### src/design/ctft_pkg.sv
// ----------------------------------------------------------------------------
// ctft_pkg
// Shared types, codes and constants of the complementary tilt filter.
// ----------------------------------------------------------------------------
package ctft_pkg;

   localparam int ATAN_LEN = 24;
   localparam int CNT_W    = 5;
   localparam int DIV_QB   = 18;
   localparam int DIV_CORR = 3;

   localparam logic signed [18:0] RATE_K       = 19'sd256250;
   localparam logic signed [32:0] QUARTER_TURN = 33'sd377487360;
   localparam logic signed [32:0] ROUND_HALF   = 33'sd32768;
   localparam logic signed [32:0] ANGLE_MAX    = 33'sd11520;
   localparam logic signed [32:0] ANGLE_MIN    = -33'sd11520;
   localparam logic [16:0]        Q16_ONE      = 17'd65536;
   localparam logic [16:0]        WEIGHT_RESET = 17'd52429;

   localparam logic [55:0] DIV_DEN  = 56'd16793600000;
   localparam logic [55:0] DIV_HALF = 56'd8396800000;
   localparam logic [55:0] DIV_OFF  = DIV_DEN << (DIV_QB - 1);
   localparam logic signed [18:0] Q_OFF = 19'sd131072;

   // divisor after the 2^17 shift, and floor(2^35 / DIV_K)
   localparam logic [16:0] DIV_K     = 17'd128125;
   localparam logic [18:0] DIV_RECIP = 19'd268173;

   localparam logic [1:0] REG_BIAS_X = 2'd0;
   localparam logic [1:0] REG_BIAS_Y = 2'd1;
   localparam logic [1:0] REG_BIAS_Z = 2'd2;
   localparam logic [1:0] REG_WEIGHT = 2'd3;

   localparam logic [1:0] SEL_PITCH = 2'd0;
   localparam logic [1:0] SEL_ROLL  = 2'd1;
   localparam logic [1:0] SEL_YAW   = 2'd2;

   typedef enum logic [3:0] {
      ST_IDLE, ST_CINIT, ST_CITER, ST_ROUND, ST_MUL1, ST_MUL2,
      ST_DINIT, ST_DEST, ST_DREM, ST_DITER, ST_COMMIT, ST_FINISH
   } state_type;

   typedef enum logic [3:0] {
      OP_NONE, OP_LOAD, OP_CINIT, OP_CITER, OP_ROUND, OP_MUL1, OP_MUL2,
      OP_DINIT, OP_DEST, OP_DREM, OP_DITER, OP_COMMIT, OP_OUT
   } op_type;

   typedef struct packed {
      op_type           op;
      logic [1:0]       sel;
      logic [CNT_W-1:0] idx;
   } cmd_type;

   typedef struct packed {
      logic out_busy;
   } status_type;

   // atan(2^-i) in 2^-22 degree
   function automatic logic [27:0] atan_units(input logic [CNT_W-1:0] i);
      logic [27:0] v;
      unique case (i)
         5'd0:  v = 28'd188743680;
         5'd1:  v = 28'd111421900;
         5'd2:  v = 28'd58872272;
         5'd3:  v = 28'd29884485;
         5'd4:  v = 28'd15000234;
         5'd5:  v = 28'd7507429;
         5'd6:  v = 28'd3754631;
         5'd7:  v = 28'd1877430;
         5'd8:  v = 28'd938729;
         5'd9:  v = 28'd469366;
         5'd10: v = 28'd234683;
         5'd11: v = 28'd117342;
         5'd12: v = 28'd58671;
         5'd13: v = 28'd29335;
         5'd14: v = 28'd14668;
         5'd15: v = 28'd7334;
         5'd16: v = 28'd3667;
         5'd17: v = 28'd1833;
         5'd18: v = 28'd917;
         5'd19: v = 28'd458;
         5'd20: v = 28'd229;
         5'd21: v = 28'd115;
         5'd22: v = 28'd57;
         5'd23: v = 28'd29;
         default: v = 28'd0;
      endcase
      return v;
   endfunction

endpackage

### src/design/ctft_ctrl.sv
// ----------------------------------------------------------------------------
// ctft_ctrl
// Sequencer: CORDIC iterations, blend products and divide for each angle.
// ----------------------------------------------------------------------------
module ctft_ctrl #(
   parameter int STEPS = 16
) (
   input  logic                 clock,
   input  logic                 reset,
   input  logic                 req_tvalid,
   output logic                 req_tready,
   input  ctft_pkg::status_type status,
   output ctft_pkg::cmd_type    cmd
);

   localparam int STEPS_EFF = (STEPS > ctft_pkg::ATAN_LEN) ? ctft_pkg::ATAN_LEN : STEPS;
   localparam logic [ctft_pkg::CNT_W-1:0] C_LAST = ctft_pkg::CNT_W'(STEPS_EFF - 1);
   localparam logic [ctft_pkg::CNT_W-1:0] D_FIRST = ctft_pkg::CNT_W'(ctft_pkg::DIV_CORR - 1);

   ctft_pkg::state_type            state_ff, state_in;
   logic [ctft_pkg::CNT_W-1:0]     cnt_ff, cnt_in;
   logic [1:0]                     sel_ff, sel_in;

   always_ff @(posedge clock) begin
      if (reset) begin
         state_ff <= ctft_pkg::ST_IDLE;
         cnt_ff   <= '0;
         sel_ff   <= '0;
      end else begin
         state_ff <= state_in;
         cnt_ff   <= cnt_in;
         sel_ff   <= sel_in;
      end
   end

   always_comb begin
      state_in = state_ff;
      cnt_in   = cnt_ff;
      sel_in   = sel_ff;
      unique case (state_ff)
         ctft_pkg::ST_IDLE: begin
            sel_in = ctft_pkg::SEL_PITCH;
            if (req_tvalid) state_in = ctft_pkg::ST_CINIT;
         end
         ctft_pkg::ST_CINIT: begin
            cnt_in   = '0;
            state_in = ctft_pkg::ST_CITER;
         end
         ctft_pkg::ST_CITER: begin
            if (cnt_ff == C_LAST) state_in = ctft_pkg::ST_ROUND;
            else cnt_in = cnt_ff + 1'b1;
         end
         ctft_pkg::ST_ROUND: state_in = ctft_pkg::ST_MUL1;
         ctft_pkg::ST_MUL1:  state_in = ctft_pkg::ST_MUL2;
         ctft_pkg::ST_MUL2:  state_in = ctft_pkg::ST_DINIT;
         ctft_pkg::ST_DINIT: state_in = ctft_pkg::ST_DEST;
         ctft_pkg::ST_DEST:  state_in = ctft_pkg::ST_DREM;
         ctft_pkg::ST_DREM: begin
            cnt_in   = D_FIRST;
            state_in = ctft_pkg::ST_DITER;
         end
         ctft_pkg::ST_DITER: begin
            if (cnt_ff == '0) state_in = ctft_pkg::ST_COMMIT;
            else cnt_in = cnt_ff - 1'b1;
         end
         ctft_pkg::ST_COMMIT: begin
            if (sel_ff == ctft_pkg::SEL_YAW) begin
               state_in = ctft_pkg::ST_FINISH;
            end else begin
               sel_in   = sel_ff + 1'b1;
               state_in = ctft_pkg::ST_CINIT;
            end
         end
         ctft_pkg::ST_FINISH: begin
            if (!status.out_busy) state_in = ctft_pkg::ST_IDLE;
         end
         default: state_in = ctft_pkg::ST_IDLE;
      endcase
   end

   always_comb begin
      req_tready = 1'b0;
      cmd.op     = ctft_pkg::OP_NONE;
      cmd.sel    = sel_ff;
      cmd.idx    = cnt_ff;
      unique case (state_ff)
         ctft_pkg::ST_IDLE: begin
            req_tready = 1'b1;
            if (req_tvalid) cmd.op = ctft_pkg::OP_LOAD;
         end
         ctft_pkg::ST_CINIT:  cmd.op = ctft_pkg::OP_CINIT;
         ctft_pkg::ST_CITER:  cmd.op = ctft_pkg::OP_CITER;
         ctft_pkg::ST_ROUND:  cmd.op = ctft_pkg::OP_ROUND;
         ctft_pkg::ST_MUL1:   cmd.op = ctft_pkg::OP_MUL1;
         ctft_pkg::ST_MUL2:   cmd.op = ctft_pkg::OP_MUL2;
         ctft_pkg::ST_DINIT:  cmd.op = ctft_pkg::OP_DINIT;
         ctft_pkg::ST_DEST:   cmd.op = ctft_pkg::OP_DEST;
         ctft_pkg::ST_DREM:   cmd.op = ctft_pkg::OP_DREM;
         ctft_pkg::ST_DITER:  cmd.op = ctft_pkg::OP_DITER;
         ctft_pkg::ST_COMMIT: cmd.op = ctft_pkg::OP_COMMIT;
         ctft_pkg::ST_FINISH: begin
            if (!status.out_busy) cmd.op = ctft_pkg::OP_OUT;
         end
         default: cmd.op = ctft_pkg::OP_NONE;
      endcase
   end

endmodule

### config.mk
export PLATFORM = sky130hd
export DESIGN_NAME = ctft_ctrl
export DESIGN_NICKNAME = d
export VERILOG_FILES = /design/src/design/ctft_pkg.sv /design/src/design/ctft_ctrl.sv
export SDC_FILE = /design/constraint.sdc
export NUM_CORES = 1
export LEC_CHECK = 0
export BUFFER_PORTS_ARGS = -buffer_cell sky130_fd_sc_hd__buf_4
export CAP_MARGIN = 10
export CORE_MARGIN = 2
export CORE_UTILIZATION = 43
export CTS_CLUSTER_SIZE = 40
export DETAILED_ROUTE_END_ITERATION = 8
export GPL_TIMING_DRIVEN = 0
export PLACE_DENSITY = 0.76
export RECOVER_POWER = 25
export SETUP_SLACK_MARGIN = 0.4
export SLEW_MARGIN = 0
export SYNTH_ARGS = -nofsm -noshare
export SYNTH_HDL_FRONTEND = slang
export SYNTH_SLANG_ARGS = --single-unit
export TNS_END_PERCENT = 20
### constraint.sdc
create_clock -name clock -period 2.7 [get_ports clock]
set_clock_uncertainty 0.15 [all_clocks]
set_input_delay 0.405 -clock clock [delete_from_list [all_inputs] [get_ports clock]]
set_output_delay 0.405 -clock clock [all_outputs]
set_load 0.01 [all_outputs]
==> results.cfg <==
[cells_and_area]
multi_input_area_um2 = 561
finalInstanceArea_um2 = 1010
n_fill_cell = 191
ff_latch_area_um2 = 220
syn_to_final_growth_pct = 18.5
antennaDiodeCount = 0
drive_gt1_share_pct = 21.0
nets = 132

[timing]
fmax_mhz = 430
drv_slew = 0
finalHoldViolations = 0
setup_viol = 0
post-route-min-period_ps = 2320
fin_ws_ps = 377
finalSetupTns_ps = 0
fin_crit_sh_pct = 86.0
tightest_slew_ps = 561
rsz0062_at_grt = false
slew_headroom_pct = 62.6

[cts]
htree_levels = 1
cts_max_path_buffers = 2
clk_pin_slew_ps = 70
clock_sinks = 11
cts_root_buffer = clkbuf_4
clock_latency_ps = 270
cts_made_buffers = 3
tritoncts = yes
post_cts_buffers = 0

[worst_setup_path]
worstPathRequired_ps = 2140
cp-end-kind = output pin
cp-start-kind = flip-flop
critical_path.max_fanout = 10
worstPathArrival_ps = 1770
cp_cell_sequence = buf_2 -> clkbuf_1 -> nand2_1 -> or3_1 -> o21ai_0 -> buf_4
cp_slowest_cell = clkbuf_1
critPathMaxStageDelay_ps = 360
worstSetupPathType = reg2out

[placement]
place_congestion = 0.830
dpl_worst_slack_ps = 625
dpl.hpwl_mm = 1.41
placed_cell_area_um2 = 1000
port_buffers = 15

[floorplanning]
die_h_um = 48.5
die_x_um = 48.5
num_rows = 16
core-area_um2 = 1920
ioPinCount = 16
design.die.area_um2 = 2360
start_util_pct = 44.4

[routing]
vias = 805
drt-pass1-iter-count = 4
drt_iter0_drc = 11
drc = 0
wl_per_cell_um = 12.5
via_per_inst = 5.33
routed_wl_mm = 1.89
drtAntennaViolNets = 0

[synth]
synth_area_per_cell_um2 = 8.13
synth_fp_nets = 112
yosys_warnings = 0
ys_types = 40
ys_seq_area_share_pct = 25.8
synth_area_um2 = 853
ys_ff_latch = 11
synthCells = 105

[grt]
grt_pass1_vias = 766
grt_max_degree = 11
grt.overflow.total = 0
grt_antenna_before_repair = 0
grt_pass1_wl_mm = 3.26
track_usage_pct = 16.9

[power]
irDropWorstVdd_mv = 0.476
power_leakage_nw = 0.411
p_per_area_nw_per_um2 = 889

[worst_hold_path]
min_path_type = in2reg

[job]
cap_violations = 0

[run_status]
status = finished, final reports clean
## flip-flops by register name, indices dropped and copies added (netlist names)
signal,count
sel_ff,2
state_ff,4
cnt_ff,5
## critical path, delay by kind of cell, from the launching register on
kind / cells / cell delay (ps)
AOI/OAI and AO/OA: 1 / 70
buffers and inverters: 3 / 670
DFF: 1 / 300
and+or+nand+nor: 2 / 450
## cell families (layout without fill, tap and decap cells)
group	Yosys count	after routing	synth area share, %
buffers and inverters	14	33	8.50
and+or+nand+nor	36	36	21.4
AOI/OAI and AO/OA	33	33	31.1
muxes	4	4	4.69
DFF	11	11	25.8
adders and majority gates	3	3	4.40
xor gates and xnor gates	4	4	4.11
## final cells by class
| type | instances | share of cell area [%] |
|---|---|---|
| Clock buffer | 4 | 2.60 |
| Tap cell | 27 | 3.34 |
| Inverter | 5 | 1.86 |
| Sequential cell | 11 | 21.8 |
| Buffer | 9 | 5.32 |
| Timing Repair Buffer | 15 | 9.65 |
| Multi-Input combinational cell | 80 | 55.4 |
## per-stage QoR
step	power [mW]	hold WS, ps	std cells	utilization (%)
finish	0.899	197	151	52.6
global route	0.972	210	151	52.6
CTS	0.905	188	151	53.4
detailed placement	0.790	391	147	52.0
global placement	0.770	366	147	52.0
floorplan	0.629	372	105	-
## metal layers
layer | part of all wire (%) | track usage (%)
met1 | 49 | 22.2
met2 | 49 | 27.5
met3 | 2.7 | 2.47
met4 | 0 | 7.62
met5 | 0 | 0
## power by group
group,switching [mW],leakage [nW],internal [mW]
combinational,0.313,0.307,0.249
sequential,0.0307,0.0893,0.192
clock,0.0580,0.0150,0.0572
total,0.401,0.411,0.498
## placed cells by master (no fill, tap or decap), types with 2 or more instances in the layout
master      n
xnor2_1     2
nand2b_1    2
buf_4      11
buf_2       3
nor2b_1     2
clkbuf_4    3
clkbuf_1    8
a21oi_1     9
nor4_1      2
mux2i_1     4
a21o_1      2
ha_1        3
o21ai_0     5
inv_1       5
o2bb2ai_1   2
nor2_1     15
xor2_1      2
buf_6       2
a31oi_1     2
nand3_1     2
nand4_1     2
nand2_1     5
dfxtp_1    11
## synthesized netlist by cell type, drive strengths merged
cell type,instances,area [um2]
nor2,15,56.3
dfxtp,11,220
a21oi,10,53.8
buf,6,42.5
o21ai,6,30.0
inv,5,18.8
nand2,5,18.8
mux2i,4,40.0
clkbuf,3,11.3
ha,3,37.5
a21o,2,15.0
a31oi,2,12.5
nand2b,2,12.5
nand3,2,10.0
nand4,2,12.5
nor2b,2,12.5
nor4,2,12.5
o2bb2ai,2,17.5
xnor2,2,17.5
xor2,2,17.5
a211oi,1,7.51
a221o,1,10.0
a221oi,1,15.0
a311oi,1,15.0
a41oi,1,8.76
and3,1,6.26
and4bb,1,12.5
nor3,1,5.00
nor4b,1,8.76
o211a,1,17.5
o211ai,1,7.51
o21bai,1,7.51
o32ai,1,8.76
o41a,1,11.3
o41ai,1,27.5
or2,1,8.76
or3,1,6.26
## path summary, 6_finish.rpt
kind | start | end | slack (ps) | cells after the start
setup / recovery | state_ff[0]$_SDFFE_PP0P_ | cmd[9] | 380 | 6
hold / removal | reset | cnt_ff[3]$_SDFFE_PP0P_ | 200 | 2
setup reg to reg | state_ff[0]$_SDFFE_PP0P_ | cnt_ff[4]$_SDFFE_PP0P_ | 600 | 9
hold reg to reg | sel_ff[1]$_SDFFE_PP0P_ | sel_ff[1]$_SDFFE_PP0P_ | 400 | 2
## repair_timing
action / CTS / global route
setup endpoints to repair: 0 / 2
hold buffers: 0 / 0
gates resized for setup: 0 / 2
Power figures use the tool's default switching activity.
